==> src/hw/rtl/work_byte_alu_branch_core_macros.svh <==
`ifndef WORK_BYTE_ALU_BRANCH_CORE_MACROS_SVH
`define WORK_BYTE_ALU_BRANCH_CORE_MACROS_SVH

// checks sampled on clk_i, quiet while rst_ni is low
`define WBAB_ASSERT(lbl, prop, msg) \
  lbl: assert property (@(posedge clk_i) disable iff (!rst_ni) (prop)) else $error(msg);

// checks that must also hold while in reset
`define WBAB_ASSERT_RST(lbl, prop, msg) \
  lbl: assert property (@(posedge clk_i) (prop)) else $error(msg);

`endif

==> src/hw/rtl/wbab_pkg.sv <==
`default_nettype none

package wbab_pkg;

  localparam int unsigned WORK_BYTE_COUNT_DEF = 16;
  localparam int unsigned REQ_TYPE_W          = 8;
  localparam int unsigned TARGET_W            = 4;
  localparam int unsigned BYTE_W              = 8;
  localparam int unsigned OUTCOME_W           = 2;

  typedef enum logic [REQ_TYPE_W-1:0] {
    OP_SET_IMM = 8'd0,
    OP_ADD_IMM = 8'd1,
    OP_SUB_IMM = 8'd2,
    OP_SET_REG = 8'd3,
    OP_ADD_REG = 8'd4,
    OP_SUB_REG = 8'd5,
    OP_EQ_IMM  = 8'd6,
    OP_NE_IMM  = 8'd7,
    OP_GT_IMM  = 8'd8,
    OP_GE_IMM  = 8'd9,
    OP_LE_IMM  = 8'd10,
    OP_LT_IMM  = 8'd11,
    OP_EQ_REG  = 8'd12,
    OP_NE_REG  = 8'd13,
    OP_GT_REG  = 8'd14,
    OP_GE_REG  = 8'd15,
    OP_LE_REG  = 8'd16,
    OP_LT_REG  = 8'd17
  } op_e;

  typedef enum logic [OUTCOME_W-1:0] {
    OUT_WRITTEN = 2'd0,
    OUT_JUMP    = 2'd1,
    OUT_SKIP    = 2'd2,
    OUT_UNKNOWN = 2'd3
  } outcome_e;

  typedef struct packed {
    logic              we;
    outcome_e          outcome;
    logic [BYTE_W-1:0] value;
  } alu_res_t;

endpackage

`default_nettype wire

==> src/hw/rtl/wbab_if.sv <==
`default_nettype none

interface wbab_req_if;
  import wbab_pkg::*;

  logic                  valid;
  logic                  ready;
  logic [REQ_TYPE_W-1:0] req_type;
  logic [TARGET_W-1:0]   target_index;
  logic [BYTE_W-1:0]     operand;

  modport source (output valid, req_type, target_index, operand, input ready);
  modport sink   (input valid, req_type, target_index, operand, output ready);
endinterface

interface wbab_rsp_if;
  import wbab_pkg::*;

  logic                 valid;
  logic                 ready;
  logic [OUTCOME_W-1:0] outcome;
  logic [BYTE_W-1:0]    byte_value;

  modport source (output valid, outcome, byte_value, input ready);
  modport sink   (input valid, outcome, byte_value, output ready);
endinterface

`default_nettype wire

==> src/hw/rtl/wbab_ram.sv <==
`default_nettype none

module wbab_ram #(
  parameter int unsigned WIDTH = 8,
  parameter int unsigned DEPTH = 16
) (
  input  logic                     clk_i,
  input  logic                     we_i,
  input  logic [$clog2(DEPTH)-1:0] waddr_i,
  input  logic [WIDTH-1:0]         wdata_i,
  input  logic                     re_i,
  input  logic [$clog2(DEPTH)-1:0] raddr_a_i,
  input  logic [$clog2(DEPTH)-1:0] raddr_b_i,
  output logic [WIDTH-1:0]         rdata_a_o,
  output logic [WIDTH-1:0]         rdata_b_o
);

  logic [WIDTH-1:0] mem_q [DEPTH];
  logic [WIDTH-1:0] rdata_a_q;
  logic [WIDTH-1:0] rdata_b_q;

  always_ff @(posedge clk_i) begin
    if (we_i) begin
      mem_q[waddr_i] <= wdata_i;
    end
    if (re_i) begin
      rdata_a_q <= mem_q[raddr_a_i];
      rdata_b_q <= mem_q[raddr_b_i];
    end
  end

  assign rdata_a_o = rdata_a_q;
  assign rdata_b_o = rdata_b_q;

endmodule

`default_nettype wire

==> src/hw/rtl/wbab_alu.sv <==
`default_nettype none

module wbab_alu (
  input  logic [wbab_pkg::REQ_TYPE_W-1:0] req_type_i,
  input  logic [wbab_pkg::BYTE_W-1:0]     cur_i,
  input  logic [wbab_pkg::BYTE_W-1:0]     imm_i,
  input  logic [wbab_pkg::BYTE_W-1:0]     named_i,
  output wbab_pkg::alu_res_t              res_o
);
  import wbab_pkg::*;

  op_e               op;
  logic              use_named;
  logic [BYTE_W-1:0] rhs;

  assign op        = op_e'(req_type_i);
  assign use_named = op inside {[OP_SET_REG:OP_SUB_REG], [OP_EQ_REG:OP_LT_REG]};
  assign rhs       = use_named ? named_i : imm_i;

  always_comb begin
    res_o.we      = 1'b0;
    res_o.outcome = OUT_UNKNOWN;
    res_o.value   = cur_i;
    case (op)
      OP_SET_IMM, OP_SET_REG: begin
        res_o.we      = 1'b1;
        res_o.outcome = OUT_WRITTEN;
        res_o.value   = rhs;
      end
      OP_ADD_IMM, OP_ADD_REG: begin
        res_o.we      = 1'b1;
        res_o.outcome = OUT_WRITTEN;
        res_o.value   = cur_i + rhs;
      end
      OP_SUB_IMM, OP_SUB_REG: begin
        res_o.we      = 1'b1;
        res_o.outcome = OUT_WRITTEN;
        res_o.value   = cur_i - rhs;
      end
      OP_EQ_IMM, OP_EQ_REG: res_o.outcome = (cur_i == rhs) ? OUT_JUMP : OUT_SKIP;
      OP_NE_IMM, OP_NE_REG: res_o.outcome = (cur_i != rhs) ? OUT_JUMP : OUT_SKIP;
      OP_GT_IMM, OP_GT_REG: res_o.outcome = (cur_i >  rhs) ? OUT_JUMP : OUT_SKIP;
      OP_GE_IMM, OP_GE_REG: res_o.outcome = (cur_i >= rhs) ? OUT_JUMP : OUT_SKIP;
      OP_LE_IMM, OP_LE_REG: res_o.outcome = (cur_i <= rhs) ? OUT_JUMP : OUT_SKIP;
      OP_LT_IMM, OP_LT_REG: res_o.outcome = (cur_i <  rhs) ? OUT_JUMP : OUT_SKIP;
      default: res_o.outcome = OUT_UNKNOWN;
    endcase
  end

endmodule

`default_nettype wire

==> src/hw/rtl/work_byte_alu_branch_core.sv <==
// Work-byte command unit: each request applies one command (set, add or subtract an immediate
// or another work byte, or an unsigned compare against one) to a file of 8-bit work bytes and
// returns one response with the outcome and the target byte after the command. One request is
// taken every cycle while the response side does not stall. At the accepting edge the read stage
// registers the request and the two-read-port register file latches the target and operand
// bytes; the read stage computes the result, writes it back and loads the output register as
// it advances; the byte written by the previous command is forwarded so back-to-back commands
// see it. Bytes at or beyond the configured count read as zero and are never written. Reset
// clears the file at once through per-byte valid flags, so no clearing pass follows reset.
`default_nettype none

`include "work_byte_alu_branch_core_macros.svh"

module work_byte_alu_branch_core #(
  parameter int unsigned WORK_BYTE_COUNT = wbab_pkg::WORK_BYTE_COUNT_DEF
) (
  input  logic       clk_i,
  input  logic       rst_ni,
  wbab_req_if.sink   req_i,
  wbab_rsp_if.source rsp_o
);
  import wbab_pkg::*;

  // only bytes a target index can reach are ever written
  localparam int unsigned TARGET_SPAN = 2 ** TARGET_W;
  localparam int unsigned STORE_DEPTH =
    (WORK_BYTE_COUNT < TARGET_SPAN) ? WORK_BYTE_COUNT : TARGET_SPAN;
  localparam int unsigned ADDR_W = $clog2(STORE_DEPTH);

  logic                  req_acc;
  logic                  s1_adv;
  logic                  tgt_inr_d;
  logic                  opd_inr_d;
  logic [ADDR_W-1:0]     tgt_addr_d;
  logic [ADDR_W-1:0]     opd_addr_d;

  logic                  s1_vld_q;
  logic [REQ_TYPE_W-1:0] s1_req_type_q;
  logic [BYTE_W-1:0]     s1_operand_q;
  logic [ADDR_W-1:0]     s1_tgt_addr_q;
  logic [ADDR_W-1:0]     s1_opd_addr_q;
  logic                  s1_tgt_inr_q;
  logic                  s1_opd_inr_q;
  logic                  s1_tgt_ok_q;
  logic                  s1_opd_ok_q;

  logic [STORE_DEPTH-1:0] valid_q;
  logic                   fwd_vld_q;
  logic [ADDR_W-1:0]      fwd_addr_q;
  logic [BYTE_W-1:0]      fwd_data_q;

  logic [BYTE_W-1:0]     rd_tgt;
  logic [BYTE_W-1:0]     rd_opd;
  logic [BYTE_W-1:0]     cur;
  logic [BYTE_W-1:0]     named;
  alu_res_t              alu_res;
  logic                  wr_en;
  logic [BYTE_W-1:0]     byte_value_d;

  logic                  out_vld_q;
  outcome_e              out_outcome_q;
  logic [BYTE_W-1:0]     out_value_q;

  assign s1_adv      = !out_vld_q || rsp_o.ready;
  assign req_i.ready = !s1_vld_q || s1_adv;
  assign req_acc     = req_i.valid && req_i.ready;

  assign tgt_inr_d  = 32'(req_i.target_index) < STORE_DEPTH;
  assign opd_inr_d  = 32'(req_i.operand) < STORE_DEPTH;
  assign tgt_addr_d = req_i.target_index[ADDR_W-1:0];
  assign opd_addr_d = req_i.operand[ADDR_W-1:0];

  wbab_ram #(
    .WIDTH (BYTE_W),
    .DEPTH (STORE_DEPTH)
  ) u_ram (
    .clk_i     (clk_i),
    .we_i      (wr_en),
    .waddr_i   (s1_tgt_addr_q),
    .wdata_i   (alu_res.value),
    .re_i      (req_acc),
    .raddr_a_i (tgt_addr_d),
    .raddr_b_i (opd_addr_d),
    .rdata_a_o (rd_tgt),
    .rdata_b_o (rd_opd)
  );

  // read stage
  always_ff @(posedge clk_i or negedge rst_ni) begin
    if (!rst_ni) begin
      s1_vld_q <= 1'b0;
    end else if (req_i.ready) begin
      s1_vld_q <= req_i.valid;
    end
  end

  always_ff @(posedge clk_i) begin
    if (req_acc) begin
      s1_req_type_q <= req_i.req_type;
      s1_operand_q  <= req_i.operand;
      s1_tgt_addr_q <= tgt_addr_d;
      s1_opd_addr_q <= opd_addr_d;
      s1_tgt_inr_q  <= tgt_inr_d;
      s1_opd_inr_q  <= opd_inr_d;
      s1_tgt_ok_q   <= tgt_inr_d ? valid_q[tgt_addr_d] : 1'b0;
      s1_opd_ok_q   <= opd_inr_d ? valid_q[opd_addr_d] : 1'b0;
    end
  end

  // forward the last write, which may land on the same edge as the read
  always_comb begin
    cur = '0;
    if (s1_tgt_inr_q) begin
      if (fwd_vld_q && (fwd_addr_q == s1_tgt_addr_q)) begin
        cur = fwd_data_q;
      end else if (s1_tgt_ok_q) begin
        cur = rd_tgt;
      end
    end
    named = '0;
    if (s1_opd_inr_q) begin
      if (fwd_vld_q && (fwd_addr_q == s1_opd_addr_q)) begin
        named = fwd_data_q;
      end else if (s1_opd_ok_q) begin
        named = rd_opd;
      end
    end
  end

  wbab_alu u_alu (
    .req_type_i (s1_req_type_q),
    .cur_i      (cur),
    .imm_i      (s1_operand_q),
    .named_i    (named),
    .res_o      (alu_res)
  );

  assign wr_en        = s1_vld_q && s1_adv && alu_res.we && s1_tgt_inr_q;
  assign byte_value_d = (alu_res.we && !s1_tgt_inr_q) ? '0 : alu_res.value;

  always_ff @(posedge clk_i or negedge rst_ni) begin
    if (!rst_ni) begin
      valid_q   <= '0;
      fwd_vld_q <= 1'b0;
    end else if (wr_en) begin
      valid_q[s1_tgt_addr_q] <= 1'b1;
      fwd_vld_q              <= 1'b1;
    end
  end

  always_ff @(posedge clk_i) begin
    if (wr_en) begin
      fwd_addr_q <= s1_tgt_addr_q;
      fwd_data_q <= alu_res.value;
    end
  end

  // result register
  always_ff @(posedge clk_i or negedge rst_ni) begin
    if (!rst_ni) begin
      out_vld_q <= 1'b0;
    end else if (s1_adv) begin
      out_vld_q <= s1_vld_q;
    end
  end

  always_ff @(posedge clk_i) begin
    if (s1_adv && s1_vld_q) begin
      out_outcome_q <= alu_res.outcome;
      out_value_q   <= byte_value_d;
    end
  end

  assign rsp_o.valid      = out_vld_q;
  assign rsp_o.outcome    = out_outcome_q;
  assign rsp_o.byte_value = out_value_q;

  `WBAB_ASSERT_RST(a_reset_empty, !rst_ni |=> (!out_vld_q && !s1_vld_q),
                   "pipeline not empty in reset")
  `WBAB_ASSERT(a_adv_fills_out, (s1_vld_q && s1_adv) |=> out_vld_q, "transaction lost at output")
  `WBAB_ASSERT(a_wr_sets_valid, wr_en |=> valid_q[$past(s1_tgt_addr_q)], "write left byte invalid")
  `WBAB_ASSERT(a_wr_forwards,
               wr_en |=> (fwd_vld_q && (fwd_data_q == $past(alu_res.value))), "forward stale")

endmodule

`default_nettype wire
==> src/flat_wrapper.sv <==
// flat-port wrapper written by rule: the top's interface ports become plain ports
module work_byte_alu_branch_core_flat import wbab_pkg::*;
#(
  parameter int unsigned WORK_BYTE_COUNT = wbab_pkg::WORK_BYTE_COUNT_DEF
)
  (clk_i, rst_ni, req_i_valid, req_i_req_type, req_i_target_index, req_i_operand, req_i_ready, rsp_o_valid, rsp_o_outcome, rsp_o_byte_value, rsp_o_ready);
  wbab_req_if req_i_i ();
  wbab_rsp_if rsp_o_i ();
  input  logic clk_i;
  input  logic rst_ni;
  input wire logic [$bits(req_i_i.valid)-1:0] req_i_valid;
  input wire logic [$bits(req_i_i.req_type)-1:0] req_i_req_type;
  input wire logic [$bits(req_i_i.target_index)-1:0] req_i_target_index;
  input wire logic [$bits(req_i_i.operand)-1:0] req_i_operand;
  output wire logic [$bits(req_i_i.ready)-1:0] req_i_ready;
  output wire logic [$bits(rsp_o_i.valid)-1:0] rsp_o_valid;
  output wire logic [$bits(rsp_o_i.outcome)-1:0] rsp_o_outcome;
  output wire logic [$bits(rsp_o_i.byte_value)-1:0] rsp_o_byte_value;
  input wire logic [$bits(rsp_o_i.ready)-1:0] rsp_o_ready;
  assign req_i_i.valid = req_i_valid;
  assign req_i_i.req_type = req_i_req_type;
  assign req_i_i.target_index = req_i_target_index;
  assign req_i_i.operand = req_i_operand;
  assign req_i_ready = req_i_i.ready;
  assign rsp_o_valid = rsp_o_i.valid;
  assign rsp_o_outcome = rsp_o_i.outcome;
  assign rsp_o_byte_value = rsp_o_i.byte_value;
  assign rsp_o_i.ready = rsp_o_ready;
  work_byte_alu_branch_core #(.WORK_BYTE_COUNT(WORK_BYTE_COUNT)) u_core (.clk_i(clk_i), .rst_ni(rst_ni), .req_i(req_i_i), .rsp_o(rsp_o_i));
endmodule
==> config.mk <==
export PLATFORM = sky130hd
export DESIGN_NAME = work_byte_alu_branch_core_flat
export DESIGN_NICKNAME = d
export VERILOG_FILES = /design/src/hw/rtl/wbab_pkg.sv /design/src/hw/rtl/wbab_if.sv /design/src/hw/rtl/wbab_ram.sv /design/src/hw/rtl/wbab_alu.sv /design/src/hw/rtl/work_byte_alu_branch_core.sv /design/src/flat_wrapper.sv
export VERILOG_INCLUDE_DIRS = /design/src /design/src/hw/rtl
export SDC_FILE = /design/constraint.sdc
export NUM_CORES = 1
export LEC_CHECK = 0
export ABC_AREA = 1
export BUFFER_PORTS_ARGS = -buffer_cell sky130_fd_sc_hd__buf_2
export CORE_MARGIN = 5
export CORE_UTILIZATION = 40
export DETAILED_ROUTE_END_ITERATION = 16
export PLACE_DENSITY = 0.59
export SYNTH_ARGS = -nofsm -noshare
export SYNTH_HDL_FRONTEND = slang
export SYNTH_SLANG_ARGS = --single-unit
==> constraint.sdc <==
create_clock -name clk_i -period 7.7 [get_ports clk_i]
set_input_delay 0.77 -clock clk_i [delete_from_list [all_inputs] [get_ports clk_i]]
set_output_delay 0.77 -clock clk_i [all_outputs]
set_load 0.01 [all_outputs]
==> results.json, run 1 <==
{
  "ir_worst_vdd_uv": 169,
  "antenna_left": 0,
  "arrival_ns": 3.96,
  "rows": 60,
  "nFillCells": 2578,
  "port_buffers": 35,
  "grt-ovfl-total": 0,
  "wl_per_cell_um": 20.3,
  "crit_path_max_fanout": 18,
  "drv_slew": 0,
  "yosys.area.top_type_share_pct": 51.4,
  "track_usage_pct": 19.8,
  "r2r_start": "u_core.s1_req_type_q[5]$_DFFE_PP_",
  "tns_ns": 0,
  "powerDensity_mw_per_mm2": 230,
  "worstPathRequired_ns": 7.74,
  "synth-main-ff-cell": "edfxtp_1",
  "syn2layout_area_growth_pct": 11.5,
  "holdCritPathClass": "input pin to async pin",
  "total_power_mw": 2.83,
  "rsz0062_at_grt": "no",
  "die_width_um": 176,
  "crit_buf_inv": 3,
  "fin_ws_ns": 3.78,
  "critPathMaxStageDelay_ns": 0.54,
  "cp-end-kind": "register",
  "relSlewSlack_pct": 20.7,
  "die_y_um": 176,
  "worstSetupPathType": "register to register",
  "numCtsBuffers": 25,
  "gp_congestion": 0.851,
  "dp_slack_ns": 3.80,
  "synth_area_leaders": "edfxtp_1, o21ai_0, nand2_1",
  "core_mm2": 0.0271,
  "synth_area_mm2": 0.0110,
  "synth_edf_count": 189,
  "antenna_found_initial": 0,
  "multiInputGateArea_mm2": 0.00418,
  "cts_tree": "yes",
  "postSynthCellCount": 1137,
  "timing.final.crit_share_pct": 50.9,
  "critPathLaunchType": "register",
  "drc": 0,
  "synthArstFlopShare_pct": 9.13,
  "leakagePower_nw": 4.84,
  "ys_ff_latch": 208,
  "grt_pass1_vias": 8393,
  "synth_most_common_cell": "edfxtp_1",
  "grt_max_degree": 72,
  "hold_violations": 0,
  "cts_resized": 0,
  "postRouteWirelength_mm": 31.2,
  "avgSynthCellArea_um2": 9.72,
  "ios": 36,
  "fin_worst_skew_ns": 0.0236,
  "cts.reportedPaths.clkPinSlew_ns": 0.06,
  "synth_cell_type_count": 45,
  "drt_iter0_markers": 802,
  "grt_pass1_wl_mm": 47.9,
  "netlist.top_cell.by_area": "edfxtp_1",
  "viasPerCell": 5.52,
  "clock_latency_ns": 0.55,
  "synth_nets": 1178,
  "detailed_place_hpwl_mm": 20.0,
  "nets": 1187,
  "crit_start": "u_core.s1_req_type_q[5]$_DFFE_PP_",
  "yosysSeqAreaShare_pct": 55.7,
  "dr.pass1.iters": 7,
  "cp_slowest_cell": "nand3_1",
  "cap_violations": 0,
  "clock-sinks": 208,
  "cts_hold_buffers": 0,
  "vias": 8477,
  "whs_ns": 0.208,
  "drive_gt1_share_pct": 11.8,
  "regArea_mm2": 0.00615,
  "cts.path.max_buffers": 3,
  "synth_common_cells": "edfxtp_1, o21ai_0, nand2_1",
  "max_freq_ghz": 0.255,
  "dieArea_mm2": 0.0310,
  "start_util_pct": 40.8,
  "cts_setup_buffers": 0,
  "synth_warnings": 0,
  "setup_viol": 0,
  "htree_levels": 1,
  "fin_crit_ns": 3.92,
  "clockRootBuffer": "clkbuf_16",
  "status": "complete, no violations",
  "cp_cell_sequence": "nor2_2, nand2_4, nor2_4, nand3_4, nand2_4, nand2_8, nand2_2, and2_1, ha_1, inv_1, fa_1, inv_1, nand4_1, nand3_1, nand2_1, nand3_1, nand2_1, inv_1, nand3_1",
  "worstMarginPinSlew_ns": 1.19,
  "n_antenna_cell": 0,
  "crit_family": "simple AND/OR/NAND/NOR gates"
}
## logic make-up (layout without fill, tap and decap cells)
group                    after synthesis  count (layout)  share of synthesized area [%]
AO/OA/AOI/OAI                        345             345                           17.6
XOR/XNOR                               4               4                          0.317
adder cells (fa/ha/maj)               17              17                           2.06
buffers and inverters                182             210                           6.47
flip-flops                           208             208                           55.7
multiplexers                          20              20                           1.81
AND/OR/NAND/NOR                      361             361                           16.0
## where the power goes
part / switching [mW] / internal (mW)
clock: 0.473 / 0.708
combinational: 0.251 / 0.0948
sequential: 0.0202 / 1.29
## state kept, by name, summed over array words and instances (netlist names), 4 cells and up
name / count
u_core.s1_req_type_q: 8
u_core.u_ram.mem_q: 128
u_core.rsp_o.byte_value: 8
u_core.fwd_addr_q: 4
u_core.u_ram.rdata_a_o: 8
u_core.fwd_data_q: 8
u_core.valid_q: 16
u_core.s1_operand_q: 5
u_core.u_ram.rdata_b_o: 8
u_core.s1_tgt_addr_q: 4
## path summary, 6_finish.rpt
| check | cells past startpoint | slack [ns] | to |
|---|---|---|---|
| max reg2reg | 19 | 3.78 | u_core.fwd_data_q[6]$_DFFE_PP_ |
| max | 19 | 3.78 | u_core.fwd_data_q[6]$_DFFE_PP_ |
| min reg2reg | 2 | 0.47 | u_core.valid_q[13]$_DFFE_PN0P_ |
| max in group asynchronous | 1 | 7.15 | u_core.fwd_vld_q$_DFFE_PN0P_ |
| min in group clk_i | 1 | 0.41 | u_core.s1_req_type_q[4]$_DFFE_PP_ |
| min | 1 | 0.21 | u_core.valid_q[15]$_DFFE_PN0P_ |
## layout by cell type, fill, tap and decap left out, types with 5 or more instances in the layout
cell type  instances
o21ai_0          171
buf_2             33
nand3_1           67
a21oi_1          100
nand2_2           12
clkbuf_16         25
edfxtp_1         189
nand4_1           11
inv_1            112
dfrtp_1           19
nand3_2            6
buf_4              9
o21ai_1            9
ha_1              15
inv_2             10
o21ai_2            5
o211ai_1          22
mux2i_1           20
or2_1              8
nor2_1            73
clkbuf_1           5
o221ai_1          24
nor2_4             5
nand2_1          152
o22ai_1            5
## final cells by class
class | count | share of cell area [%]
clock buffer | 34 | 5.68
clock inverter | 12 | 1.06
inverter | 122 | 3.72
multi-input combinational | 747 | 34.0
sequential | 208 | 49.9
tap | 372 | 3.78
timing repair buffer | 42 | 1.89
## metal layers
layer  routed length [um]  GRT usage [%]
met1                13600           26.4
met3                 1800           2.72
met2                15000           33.8
met4                  809           6.17
met5                    0              0
## worst reg2reg max path, stage by stage (launching register included)
cell,delay (ns)
edfxtp_1,0.38
nor2_2,0.16
nand2_4,0.10
nor2_4,0.34
nand3_4,0.12
nand2_4,0.17
nand2_8,0.10
nand2_2,0.08
and2_1,0.16
ha_1,0.18
inv_1,0.06
fa_1,0.39
inv_1,0.13
nand4_1,0.15
nand3_1,0.12
nand2_1,0.05
nand3_1,0.07
nand2_1,0.07
inv_1,0.06
nand3_1,0.54
## per-stage QoR
stage / util (%) / cells / instance area [um2]
after floorplan: - / 1137 / 11000
after global placement: 42.4 / 1491 / 11500
after detailed placement: 42.4 / 1491 / 11500
after CTS: 45.5 / 1537 / 12300
after global routing: 45.5 / 1537 / 12300
final: 45.5 / 1537 / 12300
Note: power is estimated with default switching activity, not from simulation.
==> inputs of run 2 (changes only) <==
- ABC_AREA: 1 -> 0
- PLACE_DENSITY: 0.59 -> 0.6
- clock period: 7.7 -> 3.9 ns (I/O delays scaled with it)
==> run 2 against run 1 <==
  * Critical path depth shrank 3
  * Highest routed layer unchanged
  * Global-route usage fell by 1.7 points
  * Flip-flop and latch count unchanged
  * Clock skew decreased by 0.0077 ns
==> results.json, run 2 <==
{
  "cts.path.max_buffers": 3,
  "clock-sinks": 208,
  "hold_violations": 0,
  "reg2reg_depth": 16,
  "wl_per_cell_um": 24.9,
  "timing.final.crit_share_pct": 97.4,
  "holdCritPathClass": "input pin to register",
  "synth_common_cells": "edfxtp_1, mux4_2, nand2_1",
  "cp.depth": 16,
  "synth-main-ff-cell": "edfxtp_1",
  "synth_nets": 643,
  "synthAdderAreaFrac_pct": 2.25,
  "netlist.top_cell.by_area": "edfxtp_1",
  "total_power_mw": 5.23,
  "synth_top_family_by_area": "multiplexers",
  "drt_iter0_markers": 523,
  "cap_violations": 0,
  "largest_reg_flops": 128,
  "track_usage_pct": 18.2,
  "grt-ovfl-total": 0,
  "clock_latency_ns": 0.52,
  "regArea_mm2": 0.00615,
  "die_width_um": 169,
  "gp_congestion": 0.869,
  "synth_area_mm2": 0.0101,
  "postRouteWirelength_mm": 26.2,
  "n_antenna_cell": 0,
  "rsz0062_at_grt": "yes",
  "rrSetupSlack_ns": 0.10,
  "clockRootBuffer": "clkbuf_16",
  "setup.worst_path.end": "u_core.rsp_o.byte_value[5]$_DFFE_PP_",
  "powerDensity_mw_per_mm2": 432,
  "synthArstFlopShare_pct": 9.13,
  "critPathMaxStageDelay_ns": 0.43,
  "rows": 58,
  "postSynthCellCount": 602,
  "dr.pass1.iters": 5,
  "nFillCells": 2138,
  "relSlewSlack_pct": 29.6,
  "yosysSeqAreaShare_pct": 60.8,
  "drc": 0,
  "dp_slack_ns": -0.186,
  "detailed_place_hpwl_mm": 17.0,
  "timing.rr.end": "u_core.rsp_o.byte_value[5]$_DFFE_PP_",
  "cts.reportedPaths.clkPinSlew_ns": 0.06,
  "synth_warnings": 0,
  "status": "complete, no violations",
  "final_common_cell": "edfxtp_1",
  "syn2layout_area_growth_pct": 19.6,
  "numCtsBuffers": 23,
  "antenna_left": 0,
  "ios": 36,
  "worstSetupPathType": "register to register",
  "grt_pass1_wl_mm": 39.0,
  "viasPerCell": 5.78,
  "cp_slowest_cell": "edfxtp_1",
  "crit_start": "u_core.s1_req_type_q[3]$_DFFE_PP_",
  "core_mm2": 0.0250,
  "dieArea_mm2": 0.0286,
  "grt_pass1_vias": 6285,
  "fin_worst_skew_ns": 0.0159,
  "worstPathRequired_ns": 4.17,
  "crit_family": "compound AO/OA/AOI/OAI gates",
  "largest_registers": "u_core.u_ram.mem_q (128), u_core.valid_q (16)",
  "ir_worst_vdd_uv": 316,
  "antenna_found_initial": 0,
  "fin_ws_ns": 0.102,
  "max_freq_ghz": 0.263,
  "cp_cell_sequence": "buf_4, buf_4, nand2_1, a21boi_2, nor2_2, buf_6, a21oi_2, a211oi_2, ha_1, a21o_1, and4_4, a2111oi_4, xnor2_1, a222oi_1, o21ai_2, buf_6",
  "worstMarginPinSlew_ns": 1.06,
  "tns_ns": 0,
  "crit_path_max_fanout": 7,
  "start_util_pct": 40.4,
  "synth_mux_area_share_pct": 20.7,
  "cts_tree": "yes",
  "avgSynthCellArea_um2": 16.8,
  "drv_slew": 0,
  "synth_most_common_cell": "edfxtp_1",
  "largest_register": "u_core.u_ram.mem_q",
  "fin_crit_ns": 3.80,
  "setup_viol": 0,
  "ys_ff_latch": 208,
  "grt_max_degree": 40,
  "synth_cell_type_count": 68,
  "layout_common_cells": "edfxtp_1, mux4_2, buf_4",
  "synth_area_leaders": "edfxtp_1, mux4_2, dfrtp_1",
  "r2r_start": "u_core.s1_req_type_q[3]$_DFFE_PP_",
  "synth_compound_area_share_pct": 5.44,
  "yosys.area.top_type_share_pct": 56.1,
  "nets": 750,
  "multiInputGateArea_mm2": 0.00387,
  "die_y_um": 169,
  "synth_xor_area_share_pct": 1.21,
  "arrival_ns": 4.06,
  "critPathLaunchType": "register",
  "vias": 6096,
  "htree_levels": 1,
  "drive_gt1_share_pct": 40.5,
  "crit_buf_inv": 4,
  "port_buffers": 35,
  "leakagePower_nw": 4.32,
  "cp-end-kind": "register",
  "synth-simple-area-share_pct": 7.13,
  "synth_edf_count": 189
}
## run 2: changes by cell type in the layout (fill, tap and decap cells not counted), sizes merged, moves of 10 or more
| cell | before | now |
|---|---|---|
| o211ai | 23 | 3 |
| or2 | 10 | 20 |
| nand3 | 75 | 4 |
| nand2 | 169 | 30 |
| mux2i | 20 | 4 |
| buf | 42 | 116 |
| nor2 | 84 | 28 |
| o221ai | 24 | 4 |
| inv | 125 | 27 |
| o21ai | 187 | 9 |
| nand4 | 11 | 1 |
| mux4 | 0 | 90 |
| a21oi | 100 | 15 |
## run 2: per-layer routing
layer | wire, um | vias to the layer above | global-route usage, %
li1 | - | 2653 | -
met1 | 10100 | 3222 | 22.2
met2 | 14000 | 175 | 33.5
met3 | 1340 | 46 | 2.66
met4 | 771 | 0 | 5.25
met5 | 0 | - | 0
## run 2: layout make-up
class / count / area share [%]
sequential: 208 / 50.8
multi-input combinational: 333 / 32.0
timing repair buffer: 117 / 7.01
clock buffer: 31 / 5.01
tap: 330 / 3.41
clock inverter: 9 / 0.900
inverter: 26 / 0.807
## run 2: how the worst min path moves through the flow
stage / from / endpoint / slack [ns] / depth (start not counted)
3_3_place_gp: rst_ni / u_core.valid_q[11]$_DFFE_PN0P_ / 0.36 / 1
5_1_grt: req_i_req_type[6] / u_core.s1_req_type_q[6]$_DFFE_PP_ / 0.03 / 1
2_1_floorplan: rst_ni / u_core.fwd_vld_q$_DFFE_PN0P_ / 0.09 / 0
6_report: req_i_req_type[6] / u_core.s1_req_type_q[6]$_DFFE_PP_ / 0.05 / 1
4_1_cts: req_i_req_type[6] / u_core.s1_req_type_q[6]$_DFFE_PP_ / 0.03 / 1
3_5_place_dp: rst_ni / u_core.valid_q[9]$_DFFE_PN0P_ / 0.38 / 1
## run 2: cell families after synthesis
logic type / count (synthesis)
multiplexers: 96
AO/OA/AOI/OAI: 75
AND/OR/NAND/NOR: 131
flip-flops: 208
adder cells (fa/ha/maj): 17
XOR/XNOR: 14
buffers and inverters: 61
## run 2: per-stage QoR
step           area, um2  std cells  utilization (%)  hold WS [ns]
5_1_grt            12100       1054             48.3        0.0267
6_report           12100       1054             48.3        0.0478
3_3_place_gp       11100        998             44.3         0.355
4_1_cts            11800       1039             47.3        0.0312
2_1_floorplan      10100        602                -        0.0944
3_5_place_dp       11100        998             44.3         0.377
## run 2: report_power, final
part	switching (mW)	total, mW	internal [mW]
clock network	0.857	2.08	1.23
logic	0.323	0.603	0.280
registers	0.0283	2.55	2.52
total	1.21	5.23	4.02
## run 2: worst register-to-register path: cells and delay by family, from the launching register on
family,cells,cell delay [ns]
flops,1,0.43
simple gates,3,0.45
buf+inv,4,0.64
xor+xnor,1,0.13
compound gates,7,1.57
fa+ha+maj,1,0.33
## run 2: timing repair
item / CTS / global route
hold buffers: 1 / 0
gates cloned: 0 / 2
endpoints found under the setup margin: 56 / 92
pin swaps: 1 / 18
hold endpoints to repair: 19 / 0
buffers inserted: 0 / 13
resized for setup: 5 / 39
